`src/hw/rtl/iiad_ram.sv`:
```
`default_nettype none
module iiad_ram #(
  parameter int Width = 8,
  parameter int Depth = 16
) (
  input  wire logic                     clk,
  input  wire logic                     we,
  input  wire logic [$clog2(Depth)-1:0] waddr,
  input  wire logic [Width-1:0]         wdata,
  input  wire logic [$clog2(Depth)-1:0] raddr,
  output logic      [Width-1:0]         rdata
);
  logic [Width-1:0] mem [Depth];

  always_ff @(posedge clk) begin
    if (we) begin
      mem[waddr] <= wdata;
    end
    rdata <= mem[raddr];
  end
endmodule
`default_nettype wire

```
`config.mk`:
```
export PLATFORM = sky130hd
export DESIGN_NAME = iiad_ram
export DESIGN_NICKNAME = d
export VERILOG_FILES = /design/src/hw/rtl/iiad_ram.sv
export SDC_FILE = /design/constraint.sdc
export NUM_CORES = 1
export LEC_CHECK = 0
export BUFFER_PORTS_ARGS = -buffer_cell sky130_fd_sc_hd__buf_2
export CORE_UTILIZATION = 45
export CTS_BUF_LIST = sky130_fd_sc_hd__clkbuf_2 sky130_fd_sc_hd__clkbuf_4 sky130_fd_sc_hd__clkbuf_8
export DETAILED_ROUTE_END_ITERATION = 16
export PLACE_DENSITY = 0.7
export SETUP_SLACK_MARGIN = 0.1
export SYNTH_ARGS = -nofsm -noshare
export SYNTH_HDL_FRONTEND = slang
export SYNTH_SLANG_ARGS = --single-unit
```
`constraint.sdc`:
```
create_clock -name clk -period 2.34 [get_ports clk]
set_input_delay 0.117 -clock clk [delete_from_list [all_inputs] [get_ports clk]]
set_output_delay 0.117 -clock clk [all_outputs]
set_load 0.005 [all_outputs]
```
==> results.cfg <==
[power_and_ir_drop]
power_mw = 4.96
peakVddDrop_uv = 366
p_leak_nw = 1.99
p_per_area_mw_per_mm2 = 837

[clocking]
path_clk_slew_ps = 80
clock-sinks = 136
cts_tree = done
htree_levels = 4
post_cts_resized = 0
clk_root_buffer_cell = clkbuf_8
insertion_delay_ps = 410
cts_setup_buffers = 0
clockBufferDepth = 2
ctsHoldBuffers = 0
numCtsBuffers = 17

[global_route]
grt_max_degree = 33
grtUsageMet1_pct = 22.3
met3_usage_pct = 4.24
track_usage_pct = 18.0
busiest_layer = met2
antenna_found_initial = 0
grt_pass1_wl_um = 14600
grt_use_met2_pct = 30.5
overflow = 0
grt_pass1_vias = 2617

[worst_setup_path]
crit_type = register to register
worstPathRequired_ps = 2640
worstPathCellList = mux4_1 -> a22oi_1 -> nand2_1
critPathMaxFanout = 1
critPathBufInv = 0
slowest_stage = mux4_1
worstSetupStartpointType = register
crit_family = multiplexers
cp.arrival_ps = 1690
cp-end-kind = register
critPathMaxStageDelay_ps = 530

[timing]
fmax_mhz = 722
rsz0062_at_grt = false
tightest_slew_ps = 711
finalSetupTns_ps = 0
setup_violations = 0
post-route-period-util_pct = 59.2
slew_violations = 0
finalWorstSetupSlack_ps = 954
min_period_ps = 1390
maxSlewHeadroom_pct = 52.4
holdWs_ps = 92.5
hold_viol_final = 0
fin_skew_ps = 10.6

[logic_synthesis]
netlist_instances = 229
synth_area_leaders = edfxtp_1, mux4_2, mux4_1, dfxtp_1, a22oi_1
ys.flop_type = edfxtp_1
syn-num-nets = 247
synth-edff-count = 128
ys_seq_area_share_pct = 77.8
synth-warning-count = 0
synth_top_area_share_pct = 74.7
synth_cell_types = 19
async_flop_share_pct = 0
synth_common_cells = edfxtp_1, mux4_2, a22oi_1
synth_seq_cells = 136
synth_most_common_cell = edfxtp_1
syn_area_mm2 = 0.00515
yosysTopAreaCell = edfxtp_1
syn_area_per_cell_um2 = 22.5

[min_path]
worstHoldPathType = input pin to register

[layout]
diodes = 0
nets = 298
syn_to_final_growth_pct = 15.1
drive_gt1_share_pct = 31.7
final_util_pct = 54.0
num-fill-cells = 857
final_cells = 433
finalInstanceArea_mm2 = 0.00593

[routing]
drcViolationCount = 0
dr.first_iter.drc_count = 152
ant_nets = 0
vias = 2414
dr.pass1.iters = 4
wl_per_cell_um = 22.1
viasPerCell = 5.58
drt_wl_total_um = 9580

[flow_run]
max-cap-violations = 0

[die]
chipWidth_um = 109
start_util_pct = 46.9
ios = 26
floorplan.rows = 38
die-area_mm2 = 0.0119
die_y_um = 109
core_area_mm2 = 0.0110

[placed_design]
dpl_worst_slack_ps = 579
place_inst = 401
gp_congestion = 0.729
port_buffers = 25
place_hpwl_um = 6120
dpl_cell_area_mm2 = 0.00550

[run_status]
status = finished clean
==> kinds of logic after synthesis <==
| logic type | after synthesis | share of synthesized area (%) |
|---|---|---|
| simple gates | 35 | 3.18 |
| flops | 136 | 77.8 |
| compound gates | 16 | 2.33 |
| buf+inv | 10 | 1.68 |
| mux | 32 | 15.0 |
==> worst reg2reg max path, delay by kind of cell, from the launching register on <==
kind / cells / cell delay, ps
DFF: 1 / 380
muxes: 1 / 530
and+or+nand+nor: 1 / 100
AOI/OAI and AO/OA: 1 / 280
==> final timing paths <==
path / startpoint / depth (start not counted) / slack, ps / to
max reg2reg: mem[1][1]$_DFFE_PP_ / 3 / 950 / rdata[1]$_DFF_P_
min: wdata[1] / 1 / 90 / mem[3][1]$_DFFE_PP_
max: mem[1][1]$_DFFE_PP_ / 3 / 950 / rdata[1]$_DFF_P_
min reg2reg: mem[15][5]$_DFFE_PP_ / 3 / 670 / rdata[5]$_DFF_P_
==> state kept, by name, summed over array words and instances (netlist names) <==
register / flops
mem: 128
rdata: 8
==> where the power goes <==
group          switching, mW  total (mW)  internal, mW
combinational          0.139       0.245         0.106
clock                  0.873        1.98          1.11
sequential            0.0152        2.74          2.72
total                   1.03        4.96          3.93
==> layout by cell type (no fill, tap or decap) <==
cell type,count
nand3_1,1
nor3_1,4
nor2_1,13
dfxtp_1,8
buf_4,16
and2b_1,1
nor2b_1,1
nand3b_1,2
clkinv_2,1
nand2b_1,2
nand2_1,9
buf_2,25
clkinv_4,4
and2_1,1
mux4_1,14
buf_12,1
a22oi_1,16
bufinv_16,3
clkbuf_8,18
clkbuf_4,1
edfxtp_1,128
or3b_2,1
inv_6,2
clkinvlp_4,3
mux4_2,18
==> cell type report <==
| type | count | area (um^2) | area share (%) |
|---|---|---|---|
| clock inverter | 13 | 170 | 2.87 |
| tap | 140 | 175 | 2.96 |
| sequential | 136 | 4000 | 67.6 |
| timing repair buffer | 42 | 265 | 4.48 |
| clock buffer | 19 | 255 | 4.31 |
| multi-input combinational | 83 | 1060 | 17.8 |
==> per-layer routing <==
layer,routed length [um],up-vias
met5,0,-
li1,-,1075
met4,55,0
met3,431,2
met1,4010,1280
met2,5080,57
No activity file was read; power rests on OpenSTA's default activity.
