**config.mk**
```make
export PLATFORM = sky130hd
export DESIGN_NAME = iiad_sqrt
export DESIGN_NICKNAME = d
export VERILOG_FILES = /design/src/hw/rtl/iiad_sqrt.sv
export SDC_FILE = /design/constraint.sdc
export NUM_CORES = 1
export LEC_CHECK = 0
export ABC_AREA = 0
export BUFFER_PORTS_ARGS = -buffer_cell sky130_fd_sc_hd__buf_2
export CORE_ASPECT_RATIO = 0.8
export CORE_MARGIN = 2
export CORE_UTILIZATION = 40
export DETAILED_ROUTE_END_ITERATION = 6
export PLACE_DENSITY = 0.68
export SLEW_MARGIN = 20
export SYNTH_ARGS = -nofsm -noshare
export SYNTH_HDL_FRONTEND = slang
export SYNTH_SLANG_ARGS = --single-unit
```
**constraint.sdc**
```tcl
create_clock -name clk -period 2.8 [get_ports clk]
set_clock_uncertainty 0.2 [all_clocks]
set_input_delay 0.42 -clock clk [delete_from_list [all_inputs] [get_ports clk]]
set_output_delay 0.42 -clock clk [all_outputs]
set_load 0.03 [all_outputs]
```
**src/hw/rtl/iiad_sqrt.sv**
```systemverilog
`default_nettype none
// Digit-by-digit integer square root, one result bit per cycle.
module iiad_sqrt #(
  parameter int InBits = 34
) (
  input  wire logic                  clk,
  input  wire logic                  rst,
  input  wire logic                  start,
  input  wire logic [InBits-1:0]     radicand,
  output logic                       busy,
  output logic      [InBits/2:0]     root
);
  localparam int RootBits = InBits / 2 + 1;
  localparam int RemBits  = RootBits + 2;
  localparam int CntBits  = $clog2(RootBits + 1);
  localparam int PadBits  = 2 * RootBits;

  logic [PadBits-1:0]  value;
  logic [RemBits-1:0]  rem;
  logic [CntBits-1:0]  cnt;
  logic [RemBits-1:0]  trial;
  logic [RemBits-1:0]  shifted;

  always_comb begin
    shifted = {rem[RemBits-3:0], value[PadBits-1 -: 2]};
    trial   = {root, 2'b01};
  end

  always_ff @(posedge clk) begin
    if (rst) begin
      busy <= 1'b0;
      cnt  <= '0;
    end else if (start) begin
      busy <= 1'b1;
      cnt  <= CntBits'(RootBits);
    end else if (busy) begin
      cnt <= cnt - 1'b1;
      if (cnt == CntBits'(1)) begin
        busy <= 1'b0;
      end
    end
  end

  always_ff @(posedge clk) begin
    if (start) begin
      value <= PadBits'(radicand);
      rem   <= '0;
      root  <= '0;
    end else if (busy) begin
      value <= {value[PadBits-3:0], 2'b00};
      if (shifted >= trial) begin
        rem  <= shifted - trial;
        root <= {root[RootBits-2:0], 1'b1};
      end else begin
        rem  <= shifted;
        root <= {root[RootBits-2:0], 1'b0};
      end
    end
  end
endmodule
`default_nettype wire

```
==> results.py, run 1 <==
metrics = {
    "cts": {
        "cts_tree": "done",
        "numCtsBuffers": 9,
        "clkLatencyLatePin_ns": 0.34,
        "ctsLongestPathBuffers": 2,
        "path_clk_slew_ns": 0.07,
        "h-tree-depth": 3,
        "clock-sinks": 78,
        "clockRootBuffer": "clkbuf_16",
    },
    "layout": {
        "nets": 523,
        "area_delta_synth_final_pct": 23.2,
        "fillers": 965,
        "antenna_cells": 0,
        "drive_above_1_share": 0.322,
    },
    "pwr": {
        "p_leak_nw": 2.07,
        "swShare": 0.341,
        "p_comb_frac": 0.436,
        "p_int_mw": 3.07,
        "powerDensity_mw_per_mm2": 913,
        "p_seq_frac": 0.307,
        "clkPwrFrac": 0.258,
        "p_switching_mw": 1.59,
        "vdd_drop_max_mv": 0.474,
    },
    "logic_synthesis": {
        "syn_avg_cell_area_um2": 10.6,
        "synthCells": 389,
        "yosysTopAreaCellShare": 0.247,
        "ys_ff_latch": 78,
        "postSynth.asyncResetShare": 0,
        "synth_area_mm2": 0.00414,
        "seq_area_frac_synth": 0.459,
        "synth_edf_count": 34,
        "synth_fp_nets": 448,
        "yosys_warnings": 0,
        "synthFlopType": "dfxtp_1",
        "synth.distinct_cells": 52,
        "yosysTopAreaCell": "edfxtp_1",
        "synthTopCellsByArea": "edfxtp_1, dfxtp_1, mux2_2, mux2i_1, ha_1",
    },
    "worst_setup_path": {
        "critPathMaxFanout": 8,
        "required_ns": 2.86,
        "arrival_ns": 2.73,
        "critPathKind": "reg -> reg",
        "endpoint_kind": "flop",
        "crit_path_start_kind": "flop",
    },
    "global_routing": {
        "grt-ovfl-total": 0,
        "grt_max_degree": 77,
        "grt_usage": 0.162,
        "antenna_found_initial": 0,
        "grt_pass1_wl_um": 14400,
        "grt_pass1_vias": 3108,
    },
    "detailed_routing": {
        "vias": 3065,
        "drtIter0Drc": 175,
        "drc": 0,
        "via_per_inst": 5.03,
        "routed_wl_um": 8400,
        "wl_per_cell_um": 13.8,
        "ant_nets": 0,
        "first_pass_iters": 5,
    },
    "placed_design": {
        "dpl_worst_slack_ns": 0.0782,
        "port_buffers": 55,
        "dp.final_hpwl_um": 5870,
        "gp_congestion": 0.822,
    },
    "die": {
        "start_util": 0.408,
        "die_x_um": 118,
        "die_y_um": 95.0,
        "core_mm2": 0.0102,
        "std_cell_rows": 33,
        "ioPinCount": 56,
        "die_area_mm2": 0.0112,
    },
    "hold_path": {
        "hp-class": "in -> reg",
    },
    "sta": {
        "fmax_mhz": 374,
        "min_period_ns": 2.67,
        "fin_ws_ns": 0.129,
        "whs_ns": 0.125,
        "worst_pin_slew_ns": 0.700,
        "setup_viol": 0,
        "hold_violations": 0,
        "relSlewSlack": 0.533,
        "period_share": 0.954,
        "slew_viol_final": 0,
    },
    "outcome": {
        "status": "finished, final reports clean",
    },
    "job": {
        "max-cap-violations": 0,
    },
}
[cells in the mapped netlist (2+ instances only)]
master and number:
nand4_1 2, o21ai_0 10, nand4b_1 4, nor2_1 47, a31oi_1 2, edfxtp_1 34
mux2_2 33, a211oi_2 2, o21a_1 4, xnor2_1 10, o2bb2ai_1 2, a21o_1 4
a311oi_1 2, nor2b_1 2, buf_1 7, o211ai_1 3, nor3_1 6, nand2_1 16
xor2_1 8, ha_1 22, clkbuf_1 7, a21oi_1 12, inv_1 24, nand2b_1 4
dfxtp_1 44, nand3_1 8, mux2i_1 30, or3_1 3, and2_1 3, buf_2 2
a211oi_1 11
[area by class of cell]
| cell class | count | area, um^2 | share of cell area |
|---|---|---|---|
| Tap cell | 140 | 175 | 0.0343 |
| Sequential cell | 78 | 1910 | 0.374 |
| Clock inverter | 7 | 78.8 | 0.0154 |
| Multi-Input combinational cell | 270 | 2140 | 0.419 |
| Inverter | 24 | 90.1 | 0.0177 |
| Clock buffer | 9 | 225 | 0.0441 |
| Timing Repair Buffer | 81 | 487 | 0.0954 |
[layer usage]
layer / part of all wire / global-route usage
met1: 0.48 / 0.203
met2: 0.45 / 0.266
met3: 0.060 / 0.0568
met4: 0.0086 / 0.0482
met5: 0 / 0
[worst max-delay path, stage by stage (launching register included)]
cell and delay [ns]:
dfxtp_1 0.34, inv_1 0.05, ha_2 0.37, nand3_1 0.09, or4_1 0.54, o211ai_2 0.10, a41oi_4 0.20, buf_4 0.19
or2_2 0.31, o211ai_1 0.18
[final timing paths]
path | start | slack, ns | endpoint | depth (start not counted)
setup / recovery | root[4] | 0.13 | rem[16] | 9
setup reg to reg | root[4] | 0.13 | rem[16] | 9
hold reg to reg | rem[0] | 0.29 | rem[0] | 2
hold / removal | rst | 0.13 | cnt[4] | 2
[power groups by stage]
stage          logic (mW)  clock network [mW]  registers, mW
6_report             2.03                1.20           1.43
5_1_grt              2.23                1.28           1.44
4_1_cts              1.86                1.24           1.42
3_5_place_dp         1.84                   0           1.45
3_3_place_gp         1.81                   0           1.44
2_1_floorplan        1.42                   0           1.43
[cell families (layout without fill, tap and decap cells)]
logic type,count (synthesis),count (layout),synth area share
compound gates,64,64,0.115
xor+xnor,18,18,0.0381
fa+ha+maj,22,22,0.0665
buf+inv,41,121,0.0396
flops,78,78,0.459
mux,63,63,0.162
simple gates,103,103,0.119
[metrics by stage]
stage,TNS (ns),total power [mW],cells,util,area (um^2)
2_1_floorplan,0,2.85,389,-,4140
3_3_place_gp,0,3.25,590,0.463,4700
3_5_place_dp,0,3.29,590,0.463,4700
4_1_cts,0,4.52,606,0.493,5010
5_1_grt,-0.00438,4.96,609,0.502,5100
6_report,0,4.66,609,0.502,5100
[placed cells by master, fill, tap and decap left out, types with 11 or more instances in the layout]
cell,instances
nor2_1,47
nand2_1,16
mux2_2,33
inv_1,24
edfxtp_1,34
a21oi_1,12
a211oi_1,11
buf_2,55
dfxtp_1,40
buf_4,24
mux2i_1,30
ha_1,17
[flip-flops by register name (all words and copies together), names as in the netlist]
| signal | cells |
|---|---|
| root | 18 |
| busy | 1 |
| cnt | 5 |
| value | 36 |
| rem | 18 |
[timing repair]
action | CTS | global route
buffers inserted | 0 | 3
endpoints found under the setup margin | 0 | 13
hold buffers | 0 | 0
resized for setup | 0 | 16
Note: power is estimated with default switching activity, not from simulation.
==> run 2: changes to the inputs <==
Settings changed: RECOVER_POWER set to 25, REMOVE_ABC_BUFFERS set to 1.
==> results.py, run 2 (synthesis gave the netlist of run 1 again) <==
metrics = {
    "die": {
        "core_mm2": 0.0102,
        "std_cell_rows": 33,
        "die_y_um": 95.0,
        "ioPinCount": 56,
        "die_x_um": 118,
        "start_util": 0.408,
        "die_area_mm2": 0.0112,
    },
    "sta": {
        "worst_pin_slew_ns": 1.25,
        "slew_viol_final": 0,
        "period_share": 0.965,
        "fmax_mhz": 370,
        "hold_violations": 0,
        "setup_viol": 0,
        "relSlewSlack": 0.166,
        "min_period_ns": 2.70,
    },
    "worst_setup_path": {
        "arrival_ns": 2.71,
        "critPathSlowestCell": "a221o_1",
        "cp_num_buf_inv": 2,
        "max_stage_delay_ns": 0.41,
        "crit_path_start_kind": "flop",
        "path_delay_family": "compound AO/OA/AOI/OAI gates",
        "critPathKind": "reg -> reg",
        "cp_cell_sequence": "inv_1, ha_1, and4_1, a221o_1, a41oi_4, buf_4, mux2i_1, a211oi_1",
        "critPathMaxFanout": 7,
        "required_ns": 2.81,
        "endpoint_kind": "flop",
    },
    "detailed_routing": {
        "ant_nets": 0,
        "first_pass_iters": 5,
        "via_per_inst": 5.10,
        "drc": 0,
        "routed_wl_um": 8950,
        "drtIter0Drc": 189,
        "wl_per_cell_um": 14.6,
        "vias": 3133,
    },
    "layout": {
        "multi_input_area_mm2": 0.00212,
        "final_common_cell": "buf_2",
        "fillers": 948,
        "largest_reg_flops": 36,
        "mostFrequentLayoutCells": "buf_2, nor2_1, dfxtp_1",
        "seqCellArea_mm2": 0.00190,
        "antenna_cells": 0,
        "nets": 528,
        "area_delta_synth_final_pct": 22.9,
        "top_regs": "value (36), rem (18), root (18)",
        "top_register": "value",
        "drive_above_1_share": 0.312,
        "final_cell_count_no_fill": 614,
    },
    "placed_design": {
        "gp_congestion": 0.917,
        "placedCellCount": 593,
        "dp.final_hpwl_um": 6270,
        "port_buffers": 55,
    },
    "global_routing": {
        "grt_pass1_wl_um": 14900,
        "grt_usage": 0.168,
        "grt-ovfl-total": 0,
        "grt_max_degree": 35,
        "antenna_found_initial": 0,
        "grt_pass1_vias": 3074,
    },
    "job": {
        "max-cap-violations": 0,
    },
    "cts": {
        "postCtsHoldBufs": 0,
        "cts_tree": "done",
        "h-tree-depth": 3,
        "clock-sinks": 78,
        "clkLatencyLatePin_ns": 0.34,
        "ctsLongestPathBuffers": 2,
        "path_clk_slew_ns": 0.06,
        "clockRootBuffer": "clkbuf_16",
        "numCtsBuffers": 9,
    },
    "pwr": {
        "vdd_drop_max_mv": 0.437,
        "powerDensity_mw_per_mm2": 915,
        "finalPower_mw": 4.66,
        "p_leak_nw": 2.06,
    },
    "outcome": {
        "status": "finished, final reports clean",
    },
    "hold_path": {
        "hp-class": "in -> reg",
    },
}
-- run 2: cell count changes in the layout (fill, tap and decap cells not counted), sizes merged --
cell,previous run,this run
clkinv,2,1
inv,28,27
clkbuf,9,11
clkinvlp,0,2
buf,81,83
a41oi,1,2
-- run 2: final cells by class --
cell class / instances / area share
clock buffer: 9 / 0.0442
clock inverter: 7 / 0.0157
inverter: 24 / 0.0177
multi-input combinational: 271 / 0.417
sequential: 78 / 0.374
tap: 140 / 0.0344
timing repair buffer: 85 / 0.0973
-- run 2: worst register-to-register path, stage by stage (launching register included) --
cell      delay, ns
dfxtp_1        0.38
inv_1          0.06
ha_1           0.37
and4_1         0.28
a221o_1        0.41
a41oi_4        0.29
buf_4          0.24
mux2i_1        0.23
a211oi_1       0.09
-- run 2: path summary, 6_finish.rpt --
| path | end | cells past startpoint | slack (ns) | start |
|---|---|---|---|---|
| setup / recovery | rem[8] | 8 | 0.1 | root[15] |
| hold / removal | cnt[1] | 2 | 0.12 | rst |
| setup reg to reg | rem[8] | 8 | 0.1 | root[15] |
| hold reg to reg | rem[16] | 2 | 0.28 | rem[16] |
-- run 2: per-layer routing --
metal / GRT usage / share of wire
met3: 0.0604 / 0.075
met5: 0 / 0
met2: 0.264 / 0.46
met4: 0.0542 / 0.012
met1: 0.219 / 0.46
-- run 2: report_power, final --
| part | total (mW) | internal (mW) | switching [mW] | leakage, nW |
|---|---|---|---|---|
| clock | 1.21 | 0.701 | 0.505 | 0.143 |
| sequential | 1.43 | 1.34 | 0.0968 | 0.704 |
| combinational | 2.02 | 0.967 | 1.05 | 1.22 |
-- run 2: stage by stage --
stage                     setup TNS [ns]  utilization  setup WS (ns)  cell area (um^2)  hold WS [ns]
after global routing             -0.0926        0.501        -0.0628              5090         0.139
after floorplan                   -24.02            -         -0.640              4070         0.247
final                                  0        0.501         0.0985              5090         0.122
after global placement                 0        0.464          0.123              4710         0.269
after detailed placement               0        0.464         0.0845              4710         0.273
after CTS                              0        0.494         0.0455              5020         0.109
-- run 2: repair_timing --
action	CTS	global route
resized for setup	0	7
setup buffers	0	4
endpoints found under the setup margin	0	15
==> run 3: changes to the inputs <==
Settings changed: GPL_ROUTABILITY_DRIVEN set to 0, SKIP_LAST_GASP set to 1.
Clock period 2.8 ns to 2.5 ns, I/O delays scaled along.
==> results.py, run 3 (synthesis gave the netlist of run 1 again) <==
metrics = {
    "pwr": {
        "finalPower_mw": 5.84,
        "vdd_drop_max_mv": 0.495,
        "p_leak_nw": 2.34,
        "powerDensity_mw_per_mm2": 1030,
    },
    "detailed_routing": {
        "drtIter0Drc": 119,
        "via_per_inst": 5.05,
        "routed_wl_um": 9360,
        "ant_nets": 0,
        "drc": 0,
        "first_pass_iters": 4,
        "wl_per_cell_um": 14.3,
        "vias": 3290,
    },
    "sta": {
        "fmax_mhz": 396,
        "slew_viol_final": 0,
        "worst_pin_slew_ns": 0.790,
        "relSlewSlack": 0.473,
        "min_period_ns": 2.53,
        "whs_ns": 0.0794,
        "setup_viol": 1,
        "period_share": 1.01,
        "rsz0062_at_grt": "true",
        "fin_ws_ns": -0.0253,
        "hold_violations": 0,
    },
    "outcome": {
        "violations": "negative setup slack",
        "status": "finished with violations",
    },
    "layout": {
        "mostFrequentLayoutCells": "buf_4, buf_2, nor2_1",
        "antenna_cells": 0,
        "largest_reg_flops": 36,
        "fillers": 879,
        "nets": 566,
        "drive_above_1_share": 0.455,
        "top_register": "value",
        "fin_util": 0.561,
        "top_regs": "value (36), rem (18), root (18)",
        "area_delta_synth_final_pct": 37.5,
        "final_common_cell": "buf_4",
    },
    "worst_setup_path": {
        "cp_common_cell": "buf_6",
        "reg2regPathDepth": 11,
        "cp_cell_sequence": "inv_2, ha_4, buf_6, nand2b_4, a211oi_4, nor3_4, o211ai_4, a41oi_4, buf_6, nand3b_1, a311oi_2",
        "reg2reg_slack_ns": -0.03,
        "cp_num_buf_inv": 3,
        "critPathSlowestCell": "dfxtp_2",
        "critPathMaxFanout": 7,
        "path_delay_family": "compound AO/OA/AOI/OAI gates",
        "cp.depth": 11,
        "critPathKind": "reg -> reg",
        "required_ns": 2.55,
        "arrival_ns": 2.58,
        "crit_path_start_kind": "flop",
        "endpoint_kind": "flop",
        "max_stage_delay_ns": 0.33,
    },
    "placed_design": {
        "dpl_worst_slack_ns": -0.160,
        "dp.final_hpwl_um": 6190,
        "port_buffers": 55,
    },
    "global_routing": {
        "grt_usage": 0.171,
        "grt-ovfl-total": 0,
        "grt_pass1_vias": 3324,
        "grt_pass1_wl_um": 15200,
        "antenna_found_initial": 0,
        "grt_max_degree": 58,
    },
    "hold_path": {
        "hold_path_depth": 2,
        "hp-class": "in -> reg",
    },
    "cts": {
        "clock-sinks": 78,
        "postCtsHoldBufs": 0,
        "h-tree-depth": 3,
        "clkLatencyLatePin_ns": 0.34,
        "cts_tree": "done",
        "numCtsBuffers": 9,
        "path_clk_slew_ns": 0.06,
        "ctsLongestPathBuffers": 2,
        "clockRootBuffer": "clkbuf_16",
    },
    "die": {
        "core_mm2": 0.0102,
        "die_x_um": 118,
        "start_util": 0.408,
        "die_area_mm2": 0.0112,
        "ioPinCount": 56,
        "std_cell_rows": 33,
        "die_y_um": 95.0,
    },
    "job": {
        "max-cap-violations": 0,
    },
}
==> run 3: cell count changes in the layout (fill, tap and decap cells not counted), moves of 3 or more <==
cell     before  now
buf_4        29   63
inv_1        24   20
dfxtp_2       2   11
ha_1         19    9
nor2_2        0    3
o21ai_0      10    7
buf_6         0    4
ha_4          1   12
inv_2         0    4
dfxtp_1      42   33
nor2_1       47   44
inv_6         3    0
==> run 3: path summary, 6_finish.rpt <==
| path | to | from |
|---|---|---|
| worst min-delay path | busy | rst |
| worst min register to register | rem[0] | rem[0] |
| worst max register to register | rem[3] | root[0] |
| worst max-delay path | rem[3] | root[0] |
==> run 3: layout make-up <==
class	instances	area, um^2	share of cell area
multi-input cells	270	2380	0.418
flip-flops and latches	78	1920	0.336
repair buffers	124	818	0.144
clock buffers	10	229	0.0402
well taps	140	175	0.0308
inverters	24	90.1	0.0158
clock inverters	6	86.3	0.0152
==> run 3: report_power, final <==
group	internal, mW	switching, mW
sequential	1.50	0.112
clock	0.873	0.522
combinational	1.52	1.32
total	3.89	1.95
==> run 3: timing repair <==
item                       in CTS  in global routing
buffers inserted                4                  3
pin swaps                      15                 18
hold endpoints to repair        0                  0
setup endpoints to repair      16                 19
resized for setup              28                 39
==> run 3: worst register-to-register path, stage by stage (launching register included) <==
cell	delay, ns
dfxtp_2	0.33
inv_2	0.04
ha_4	0.27
buf_6	0.10
nand2b_4	0.06
a211oi_4	0.26
nor3_4	0.10
o211ai_4	0.21
a41oi_4	0.21
buf_6	0.18
nand3b_1	0.17
a311oi_2	0.29
==> run 3: layer usage <==
layer,vias to the layer above,wire length [um],part of all wire,track usage
met5,-,0,0,0
met4,0,126,0.013,0.0633
met1,1560,4230,0.45,0.212
li1,1642,-,-,-
met2,76,4450,0.48,0.280
met3,12,548,0.059,0.0592
==> run 3: stage by stage <==
step	cell area [um^2]	TNS (ns)	std cells
6_report	5690	-0.0253	652
3_3_place_gp	5000	-0.119	629
2_1_floorplan	4070	-40.14	372
5_1_grt	5690	-0.631	652
3_5_place_dp	5000	-0.911	629
4_1_cts	5510	0	649
